--- src/design/cbm_pkg.sv ---
// shared types, codes and helpers for the cartridge bank mapper
`default_nettype none

package cbm_pkg;

    localparam int CHR_SLOTS = 8;

    typedef logic [8:0] chr_bank_t;
    typedef logic [CHR_SLOTS-1:0][8:0] chr_banks_t;

    // request kinds
    localparam logic [1:0] OP_RESET = 2'd0;
    localparam logic [1:0] OP_WRITE = 2'd1;
    localparam logic [1:0] OP_SCAN  = 2'd2;

    // cpu register selects, address bits 15:11
    localparam logic [4:0] REG_CHR01  = 5'h11;
    localparam logic [4:0] REG_CHR23  = 5'h13;
    localparam logic [4:0] REG_CHR45  = 5'h15;
    localparam logic [4:0] REG_CHR67  = 5'h17;
    localparam logic [4:0] REG_IRQ_LD = 5'h19;
    localparam logic [4:0] REG_IRQ_EN = 5'h1B;
    localparam logic [4:0] REG_MIRROR = 5'h1D;
    localparam logic [4:0] REG_PRG    = 5'h1F;

    localparam int         IRQ_EN_BIT  = 4;
    localparam logic [7:0] IRQ_FIRE_AT = 8'hF7;
    localparam logic [8:0] LAST_LINE   = 9'd239;

    // config register
    localparam logic [8:0] BANK_TOTAL_RESET = 9'd8;
    localparam logic       CFG_IDX_TOTAL    = 1'b0;

    typedef struct packed {
        chr_banks_t chr;
        logic [7:0] prg;
        logic [1:0] mirror;
        logic       irq_en;
        logic [7:0] irq_cnt;
        logic [7:0] irq_rel;
    } map_state_t;

    typedef struct packed {
        logic       irq;
        chr_banks_t chr;
        logic [7:0] prg;
        logic [1:0] mirror;
    } map_result_t;

    function automatic chr_banks_t boot_banks(input logic [8:0] total);
        chr_banks_t b;
        for (int i = 0; i < 4; i++)
        begin
            b[i]     = 9'(i);
            b[i + 4] = total - 9'd4 + 9'(i);
        end
        return b;
    endfunction

endpackage

`default_nettype wire

--- src/design/cartridge_bank_mapper_scanline_irq_unit.sv ---
// top level of the cartridge bank mapper with scanline irq counter
//
// requests enter on the s_axis stream: tuser carries the kind (mapper
// reset, cpu register write, scanline event), tdata the address, data
// byte, scanline number and rendering flag. each request yields one
// result on the m_axis stream: the irq pulse, all eight pattern banks,
// the program bank pair and the mirroring code as they stand after it.
// m_axis_tvalid rises in the cycle after accept; one request per cycle
// is sustained while m_axis_tready stays high, since the whole update is
// one pass of logic from the state registers into the result register.
// when the receiver stalls, the result register holds and s_axis_tready
// drops until it is taken; a request can still enter in the cycle its
// predecessor leaves.
// reset clears the output valid, loads pattern banks 0-7 and clears the
// irq registers; rom_bank_total returns to 8. rom_bank_total is written
// over the apb port at addresses 0-3 and sets the upper banks of later
// mapper reset requests.
`default_nettype none

module cartridge_bank_mapper_scanline_irq_unit
    import cbm_pkg::*;
(
    input  wire logic        clk,
    input  wire logic        rst_n,
    input  wire logic        s_axis_tvalid,
    output logic             s_axis_tready,
    input  wire logic [39:0] s_axis_tdata,   // addr, data, scanline, rendering, pad
    input  wire logic [1:0]  s_axis_tuser,   // op
    output logic             m_axis_tvalid,
    input  wire logic        m_axis_tready,
    output logic      [87:0] m_axis_tdata,   // irq, chr_bank_a..h, prg_pair, mirror_mode, pad
    input  wire logic        psel,
    input  wire logic        penable,
    input  wire logic        pwrite,
    input  wire logic [2:0]  paddr,
    input  wire logic [31:0] pwdata,
    output logic      [31:0] prdata,
    output logic             pready
);

    logic        accept;
    logic [8:0]  bank_total;
    map_result_t result;
    map_result_t out_result;

    assign accept = s_axis_tvalid && s_axis_tready;

    cbm_cfg u_cfg (
        .clk        (clk),
        .rst_n      (rst_n),
        .psel       (psel),
        .penable    (penable),
        .pwrite     (pwrite),
        .paddr      (paddr),
        .pwdata     (pwdata),
        .prdata     (prdata),
        .pready     (pready),
        .bank_total (bank_total)
    );

    cbm_core u_core (
        .clk        (clk),
        .rst_n      (rst_n),
        .load       (accept),
        .op         (s_axis_tuser),
        .addr       (s_axis_tdata[15:0]),
        .data       (s_axis_tdata[23:16]),
        .scanline   (s_axis_tdata[33:24]),
        .rendering  (s_axis_tdata[34]),
        .bank_total (bank_total),
        .result     (result)
    );

    cbm_out u_out (
        .clk        (clk),
        .rst_n      (rst_n),
        .load       (accept),
        .result     (result),
        .out_ready  (m_axis_tready),
        .in_ready   (s_axis_tready),
        .out_valid  (m_axis_tvalid),
        .out_result (out_result)
    );

    always_comb
    begin
        m_axis_tdata        = '0;
        m_axis_tdata[0]     = out_result.irq;
        for (int i = 0; i < CHR_SLOTS; i++)
        begin
            m_axis_tdata[1 + 9*i +: 9] = out_result.chr[i];
        end
        m_axis_tdata[80:73] = out_result.prg;
        m_axis_tdata[82:81] = out_result.mirror;
    end

    // every accepted request produces a result next cycle
    a_result_follows: assert property (@(posedge clk) disable iff (!rst_n)
        accept |=> m_axis_tvalid)
        else $error("accepted request gave no result");

    // only scanline events raise irq
    a_irq_only_scan: assert property (@(posedge clk) disable iff (!rst_n)
        accept && (s_axis_tuser != OP_SCAN) |=> !m_axis_tdata[0])
        else $error("irq raised by a non-scanline request");

    // a mapper reset puts bank 0 at 0 and bank 1 at 1
    a_reset_banks: assert property (@(posedge clk) disable iff (!rst_n)
        accept && (s_axis_tuser == OP_RESET)
        |=> (m_axis_tdata[9:1] == 9'd0) && (m_axis_tdata[18:10] == 9'd1))
        else $error("mapper reset left wrong low banks");

endmodule

`default_nettype wire

--- src/design/cbm_cfg.sv ---
// apb register holding the rom bank total
`default_nettype none

module cbm_cfg
    import cbm_pkg::*;
(
    input  wire logic        clk,
    input  wire logic        rst_n,
    input  wire logic        psel,
    input  wire logic        penable,
    input  wire logic        pwrite,
    input  wire logic [2:0]  paddr,
    input  wire logic [31:0] pwdata,
    output logic      [31:0] prdata,
    output logic             pready,
    output logic      [8:0]  bank_total
);

    logic [8:0] total_reg;
    logic       wr_en;

    assign pready = 1'b1;
    assign wr_en  = psel && penable && pwrite && pready && (paddr[2] == CFG_IDX_TOTAL);

    always_ff @(posedge clk or negedge rst_n)
    begin
        if (!rst_n)
        begin
            total_reg <= BANK_TOTAL_RESET;
        end
        else if (wr_en)
        begin
            total_reg <= pwdata[8:0];
        end
    end

    always_comb
    begin
        if (paddr[2] == CFG_IDX_TOTAL)
        begin
            prdata = {23'd0, total_reg};
        end
        else
        begin
            prdata = 32'd0;
        end
    end

    assign bank_total = total_reg;

endmodule

`default_nettype wire

--- src/design/cbm_core.sv ---
// mapper state registers and per-request update logic
`default_nettype none

module cbm_core
    import cbm_pkg::*;
(
    input  wire logic        clk,
    input  wire logic        rst_n,
    input  wire logic        load,
    input  wire logic [1:0]  op,
    input  wire logic [15:0] addr,
    input  wire logic [7:0]  data,
    input  wire logic [9:0]  scanline,
    input  wire logic        rendering,
    input  wire logic [8:0]  bank_total,
    output map_result_t      result
);

    map_state_t state_reg;
    map_state_t state_next;
    logic       irq;
    logic       line_ok;

    assign line_ok = !scanline[9] && (scanline[8:0] <= LAST_LINE);

    always_comb
    begin
        state_next = state_reg;
        irq        = 1'b0;
        unique case (op)
            OP_RESET:
            begin
                state_next.chr     = boot_banks(bank_total);
                state_next.irq_en  = 1'b0;
                state_next.irq_cnt = 8'd0;
                state_next.irq_rel = 8'd0;
            end
            OP_WRITE:
            begin
                unique case (addr[15:11])
                    REG_CHR01:
                    begin
                        state_next.chr[0] = {data, 1'b0};
                        state_next.chr[1] = {data, 1'b1};
                    end
                    REG_CHR23:
                    begin
                        state_next.chr[2] = {data, 1'b0};
                        state_next.chr[3] = {data, 1'b1};
                    end
                    REG_CHR45:
                    begin
                        state_next.chr[4] = {data, 1'b0};
                        state_next.chr[5] = {data, 1'b1};
                    end
                    REG_CHR67:
                    begin
                        state_next.chr[6] = {data, 1'b0};
                        state_next.chr[7] = {data, 1'b1};
                    end
                    REG_IRQ_LD:
                    begin
                        state_next.irq_cnt = state_reg.irq_rel;
                        state_next.irq_rel = data;
                    end
                    REG_IRQ_EN: state_next.irq_en = data[IRQ_EN_BIT];
                    REG_MIRROR: state_next.mirror = data[1:0];
                    REG_PRG:    state_next.prg    = data;
                    default:    ;
                endcase
            end
            OP_SCAN:
            begin
                if (state_reg.irq_en && line_ok && rendering)
                begin
                    if (state_reg.irq_cnt == IRQ_FIRE_AT)
                    begin
                        state_next.irq_cnt = state_reg.irq_rel;
                        irq                = 1'b1;
                    end
                    else
                    begin
                        state_next.irq_cnt = state_reg.irq_cnt - 8'd1;
                    end
                end
            end
            default: ;
        endcase
    end

    always_ff @(posedge clk or negedge rst_n)
    begin
        if (!rst_n)
        begin
            state_reg.chr     <= boot_banks(BANK_TOTAL_RESET);
            state_reg.prg     <= 8'd0;
            state_reg.mirror  <= 2'd0;
            state_reg.irq_en  <= 1'b0;
            state_reg.irq_cnt <= 8'd0;
            state_reg.irq_rel <= 8'd0;
        end
        else if (load)
        begin
            state_reg <= state_next;
        end
    end

    assign result.irq    = irq;
    assign result.chr    = state_next.chr;
    assign result.prg    = state_next.prg;
    assign result.mirror = state_next.mirror;

endmodule

`default_nettype wire

--- src/design/cbm_out.sv ---
// result register with valid flag and back-pressure
`default_nettype none

module cbm_out
    import cbm_pkg::*;
(
    input  wire logic        clk,
    input  wire logic        rst_n,
    input  wire logic        load,
    input  wire map_result_t result,
    input  wire logic        out_ready,
    output logic             in_ready,
    output logic             out_valid,
    output map_result_t      out_result
);

    logic        valid_reg;
    map_result_t res_reg;

    assign in_ready = !valid_reg || out_ready;

    always_ff @(posedge clk or negedge rst_n)
    begin
        if (!rst_n)
        begin
            valid_reg <= 1'b0;
        end
        else if (in_ready)
        begin
            valid_reg <= load;
        end
    end

    always_ff @(posedge clk)
    begin
        if (load)
        begin
            res_reg <= result;
        end
    end

    assign out_valid  = valid_reg;
    assign out_result = res_reg;

endmodule

`default_nettype wire

--- config.mk ---
export PLATFORM = sky130hd
export DESIGN_NAME = cartridge_bank_mapper_scanline_irq_unit
export DESIGN_NICKNAME = d
export VERILOG_FILES = /design/src/design/cbm_pkg.sv /design/src/design/cartridge_bank_mapper_scanline_irq_unit.sv /design/src/design/cbm_cfg.sv /design/src/design/cbm_core.sv /design/src/design/cbm_out.sv
export SDC_FILE = /design/constraint.sdc
export NUM_CORES = 1
export LEC_CHECK = 0
export BUFFER_PORTS_ARGS = -buffer_cell sky130_fd_sc_hd__buf_2
export CAP_MARGIN = 20
export CORE_AREA = 2 2 96 190
export DETAILED_ROUTE_END_ITERATION = 10
export DIE_AREA = 0 0 98 192
export GPL_TIMING_DRIVEN = 0
export PLACE_DENSITY = 0.79
export SLEW_MARGIN = 10
export SYNTH_ARGS = -nofsm -noshare
export SYNTH_HDL_FRONTEND = slang
export SYNTH_SLANG_ARGS = --single-unit
--- constraint.sdc ---
create_clock -name clk -period 7 [get_ports clk]
set_input_delay 0.35 -clock clk [delete_from_list [all_inputs] [get_ports clk]]
set_output_delay 0.35 -clock clk [all_outputs]
set_load 0.05 [all_outputs]
Yosys cells after proc, flatten, opt, wreduce, memory -nomap -nowiden
Index checks and enable logic that the tools add are counted.
{ "totals": {"ff_bits": 192, "elab_cells": 81, "input_bits": 84} }
{ "op_classes": {"n_mux": 17, "reduce_logical": 17, "order_cmp": 1, "n_eq_ne": 14, "n_addsub": 5, "bitwise": 1} }
{ "ops": {"columns": ["cell", "count"], "rows": [
  ["case mux 72 bit (2 select lines)", 1],
  ["two-way mux 18 bit", 4],
  ["equality test 5 bit (second input constant)", 8],
  ["two-way mux 8 bit", 3],
  ["case mux 8 bit (3 select lines)", 1],
  ["adder 9 x 2 -> 9 bit (second input constant)", 2],
  ["two-way mux 16 bit", 1],
  ["case mux 8 bit (2 select lines)", 1],
  ["two-way mux 10 bit", 1],
  ["adder 9 x 1 -> 9 bit (second input constant)", 1],
  ["less-or-equal comparator 9 x 8 -> 1 bit (second input constant)", 1],
  ["two-way mux 9 bit", 1],
  ["subtractor 9 x 3 -> 9 bit (second input constant)", 1],
  ["equality test 8 bit (second input constant)", 1],
  ["subtractor 8 x 1 -> 8 bit (second input constant)", 1],
  ["logical AND 1 bit", 7],
  ["AND reduction 3 bit", 2],
  ["!= test 2 bit (second input constant)", 2],
  ["AND reduction 4 bit", 1],
  ["nonzero test 3 bit", 1],
  ["equality test 2 x 1 -> 1 bit (second input constant)", 1],
  ["equality test 2 bit (second input constant)", 1],
  ["zero test 1 bit", 2],
  ["zero test 2 bit", 1],
  ["8 further kinds", 9]
]} }

Logic depth before layout (Yosys ltp)
{ "depth": {"ltp_word": 6, "mapped_depth": 9, "depth_no_buf": 7} }

Modules after synthesis
A second synthesis with hierarchy kept.
{ "hier_totals": {"cells_unflattened": 972, "area_unflattened_um2": 10134.7} }
{ "by_module_without_submodules": {"columns": ["module", "area_per_inst_um2", "cells_per_inst", "n_inst"], "rows": [
  ["cbm_core", 6929.1, 825, 1],
  ["cbm_out", 2539.9, 86, 1],
  ["cbm_cfg", 618.1, 54, 1],
  ["cartridge_bank_mapper_scanline_irq_unit", 47.5, 7, 1]
]} }

Least setup slack after synthesis
No wires, ideal clock.
{ "synth_path": {"kind": "register to register", "startpoint": "register u_out.valid_reg (netlist: u_out.out_valid)", "endpoint": "register u_core.state_reg[75] (netlist name)", "stages_incl_launch_ff": 7, "required_time_ns": 6.742, "setup_time_ns": 0.258, "slack_ns": 2.459, "t_arrival_ns": 4.283, "path_buffers": 2, "path_cell_list": "dfrtp_1 nand2b_1 nand2_1 inv_1 clkbuf_1 clkbuf_1 a31oi_1"} }
{ "synth_between": {"elab_chain_len": 3} }
{ "synth_rtl": {"columns": ["element", "line_no", "text"], "rows": [
  ["from (decl)", "cbm_out.sv:17", "logic valid_reg;"],
  ["from (signal assigned)", "cbm_out.sv:30", "valid_reg <= load;"],
  ["zero test 1 bit", "cbm_out.sv:20", "assign in_ready = !valid_reg || out_ready;"],
  ["logical OR 1 bit", "cbm_out.sv:20", null],
  ["via s_axis_tready", "cartridge_bank_mapper_scanline_irq_unit.sv:26", "output logic s_axis_tready,"],
  ["logical AND 1 bit", "cartridge_bank_mapper_scanline_irq_unit.sv:46", "assign accept = s_axis_tvalid && s_axis_tready;"],
  ["via accept", "cartridge_bank_mapper_scanline_irq_unit.sv:41", "logic accept;"],
  ["to (signal assigned)", "cbm_core.sv:104", "state_reg <= state_next;"],
  ["to (decl)", "cbm_core.sv:19", "map_state_t state_reg;"]
]} }
The timed path passes the listed nets, and every way through them passes these cells.
A chain may end at the register's enable or synchronous reset.

==> metrics <==
status complete, no violations; CP Data Required Time 7180 ps; total CTS buffers 17; synthesized area 9360 µm²; Rel. slew slack 45.2%; Global Route Usage Sum 26.1%; Nets 1060; DR iter-0 viols 412; Largest register FFs 99; total grt overflow 0; clock-pin slew on the worst setup and hold paths 80 ps; Final Routed Wirelength 24200 µm; PostCTS Resize Cnt 0; Util after Layout 64.0%; CTS tree built; Max Slew Vio Count 0; worst-margin pin slew 822 ps; Syn Area/Cell 11.9 µm²; Hold Path Depth 2; proportion of layout cells with a drive suffix above 1 31.5%; Tmin final 2630 ps; CTS Sinks 192; CP max stage cell nor4_1; R2R depth 8; crit share post-route 37.6%; Hold Violations, Final 0; Switching Power 0.00119 W; library cells used by synthesis 62; Setup CP Type flop to flop; vias in the first global route 6915; IO Count 207; number of synthesized flops with an enable pin 83; Comb pwr share 26.7%; CP bufs+invs 2; Die Area 18800 µm²; Crit. End Element flop; vias post-DR 6908; number of cells on the critical path 8; std cell rows 68; Clock Path Buffers 2; Hold Crit Class input pin to flop; initial antenna violation count 3; DRC Markers 0; flops & latches, synth 192; CP Cell Sequence buf_2 > inv_1 > ha_1 > nor2b_1 > o21ai_1 > nor4_1 > xor2_1 > o211ai_1; CTS Root Cell clkbuf_16; Die X-Extent 98 µm; peak fanout along the critical path 10; largest net degree at the start of global routing 76; Clock Latency Late Sink 450 ps; DRT Pass-1 Iters 5; RSZ-0062 raised after global routing no; first-pass GRT wire length 37100 µm; Pint 0.00217 W; max-cap viol count 0; die height 192 µm; Final TNS setup 0 ps; leading cell type in the layout, fill and taps excluded buf_2; power density cells 304 nW/µm²; asr flop ratio synth 56.8%; max incr delay on CP 500 ps; Clock power frac 29.1%; Max VDD drop 0.197 mV; # Post-CTS Setup Buffers 0; dpl hpwl 17500 µm; ys flop type dfrtp_1; Startpoint Class flop; port bufs 129; Sequential Power Share 44.3%; WL/cell 20.4 µm; switch share 35.4%; post-detailed-route count of antenna-violating nets 0; core footprint 17300 µm²; most frequent cells in the layout buf_2, dfrtp_1, nand2_1; P_leak 4.99 nW; Crit path max-delay family simple AND/OR/NAND/NOR gates; initial core utilization 54.2%; Seq/Total Area, Yosys 56.0%; Layout area overhead 18.1%; gpl congestion 0.968; Cells after Synth 787; WP data arrival 2810 ps; Vias/cell 5.81; Setup Skew 11.1 ps; CTS Hold Bufs 1; CTS HTree Levels 4; setup-violating endpoint count in the final report 0; total number of yosys warnings 0; f_max 380 MHz; FILL cells 1337
## final cells by class
class | instances | area (µm²) | share of cell area (%)
clock buffers | 17 | 425 | 3.85
clock inverters | 15 | 181 | 1.64
diodes | 2 | 5.00 | 0.0453
plain buffers | 78 | 430 | 3.89
repair buffers | 132 | 717 | 6.49
multi-input cells | 524 | 3720 | 33.7
well taps | 210 | 263 | 2.38
flip-flops and latches | 192 | 5240 | 47.4
inverters | 20 | 75.1 | 0.679
## Yosys cell counts, drive strengths merged, types with 2 or more instances
cell	n	area share, %
nor4b	2	0.19
a211o	5	0.47
nand4b	2	0.19
inv	19	0.76
nor3	14	0.91
nand3b	3	0.24
nand4	4	0.27
a222oi	3	0.32
a22o	38	3.6
and3	5	0.33
dfstp	13	3.7
a32o	2	0.21
a21o	8	0.64
and2	4	0.27
o211ai	2	0.16
xnor2	15	1.4
a221o	9	0.96
a211oi	6	0.48
nor2	37	1.5
nand2b	10	0.67
nor4	4	0.27
nor2b	10	0.67
a22oi	12	0.96
clkbuf	35	1.4
xor2	10	0.94
nand3	5	0.32
buf	43	3.2
ha	11	1.5
mux2i	16	1.7
and3b	2	0.19
conb	2	0.080
o21a	3	0.24
edfxtp	83	27
a32oi	8	0.75
dfrtp	96	26
mux2	85	10
o21ai	46	2.5
nand2	87	3.5
a21oi	14	0.79
a21boi	2	0.16
## metrics by stage
step                instances  area, µm²  power (W)  setup WS [ps]  hold WS [ps]
global placement         1153      10400    0.00237           1700           454
finish                   1190      11100    0.00336           4370           104
CTS                      1188      11000    0.00336           4440           101
detailed placement       1155      10400    0.00239           4370           280
floorplan                 814       9460    0.00216           2460          54.4
global route             1190      11100    0.00349           4280           116
## routing by layer
metal / part of all wire, % / global-route usage (%) / up-vias / wire length, µm
met3: 5.3 / 3.78 / 84 / 1280
met2: 53 / 46.7 / 311 / 12900
li1: - / - / 3172 / -
met1: 35 / 27.5 / 3341 / 8380
met4: 6.7 / 18.8 / 0 / 1630
met5: 0 / 0 / - / 0
## kinds of logic after synthesis
family                   Yosys count  share of synthesized area, %
AO/OA/AOI/OAI                    163                          12.7
multiplexers                     101                          12.1
other                              2                        0.0803
AND/OR/NAND/NOR                  195                          10.0
adder cells (fa/ha/maj)           11                          1.47
XOR/XNOR                          25                          2.34
buffers and inverters             98                          5.36
flip-flops                       192                          56.0
## final timing paths
check | startpoint | to | slack [ps]
min | s_axis_tvalid | u_out.out_valid$_DFFE_PN0N_ | 100
max in group asynchronous | rst_n | u_core.state_reg[46]$_DFFE_PN1P_ | 5890
max | u_cfg.bank_total[2]$_DFFE_PN0P_ | u_out.out_result[63]$_DFFE_PP_ | 4370
max reg2reg | u_cfg.bank_total[2]$_DFFE_PN0P_ | u_out.out_result[63]$_DFFE_PP_ | 4370
min reg2reg | u_core.state_reg[83]$_DFFE_PN1P_ | u_core.state_reg[83]$_DFFE_PN1P_ | 470
min in group asynchronous | rst_n | u_core.state_reg[51]$_DFFE_PN0P_ | 360
## power by group through the flow
stage | Sequential [W] | Clock (W) | Combinational, W
floorplan | 0.00166 | 0 | 0.000497
global placement | 0.00150 | 0 | 0.000868
detailed placement | 0.00151 | 0 | 0.000885
CTS | 0.00148 | 0.000985 | 0.000894
global route | 0.00151 | 0.00103 | 0.000961
finish | 0.00149 | 0.000976 | 0.000896
## worst reg2reg max path, cell delays in order, from the launching register on
cell and delay (ps):
dfrtp_1 360, buf_2 190, inv_1 160, ha_1 340
nor2b_1 240, o21ai_1 210, nor4_1 500, xor2_1 240
o211ai_1 130
Power figures use the tool's default switching activity.
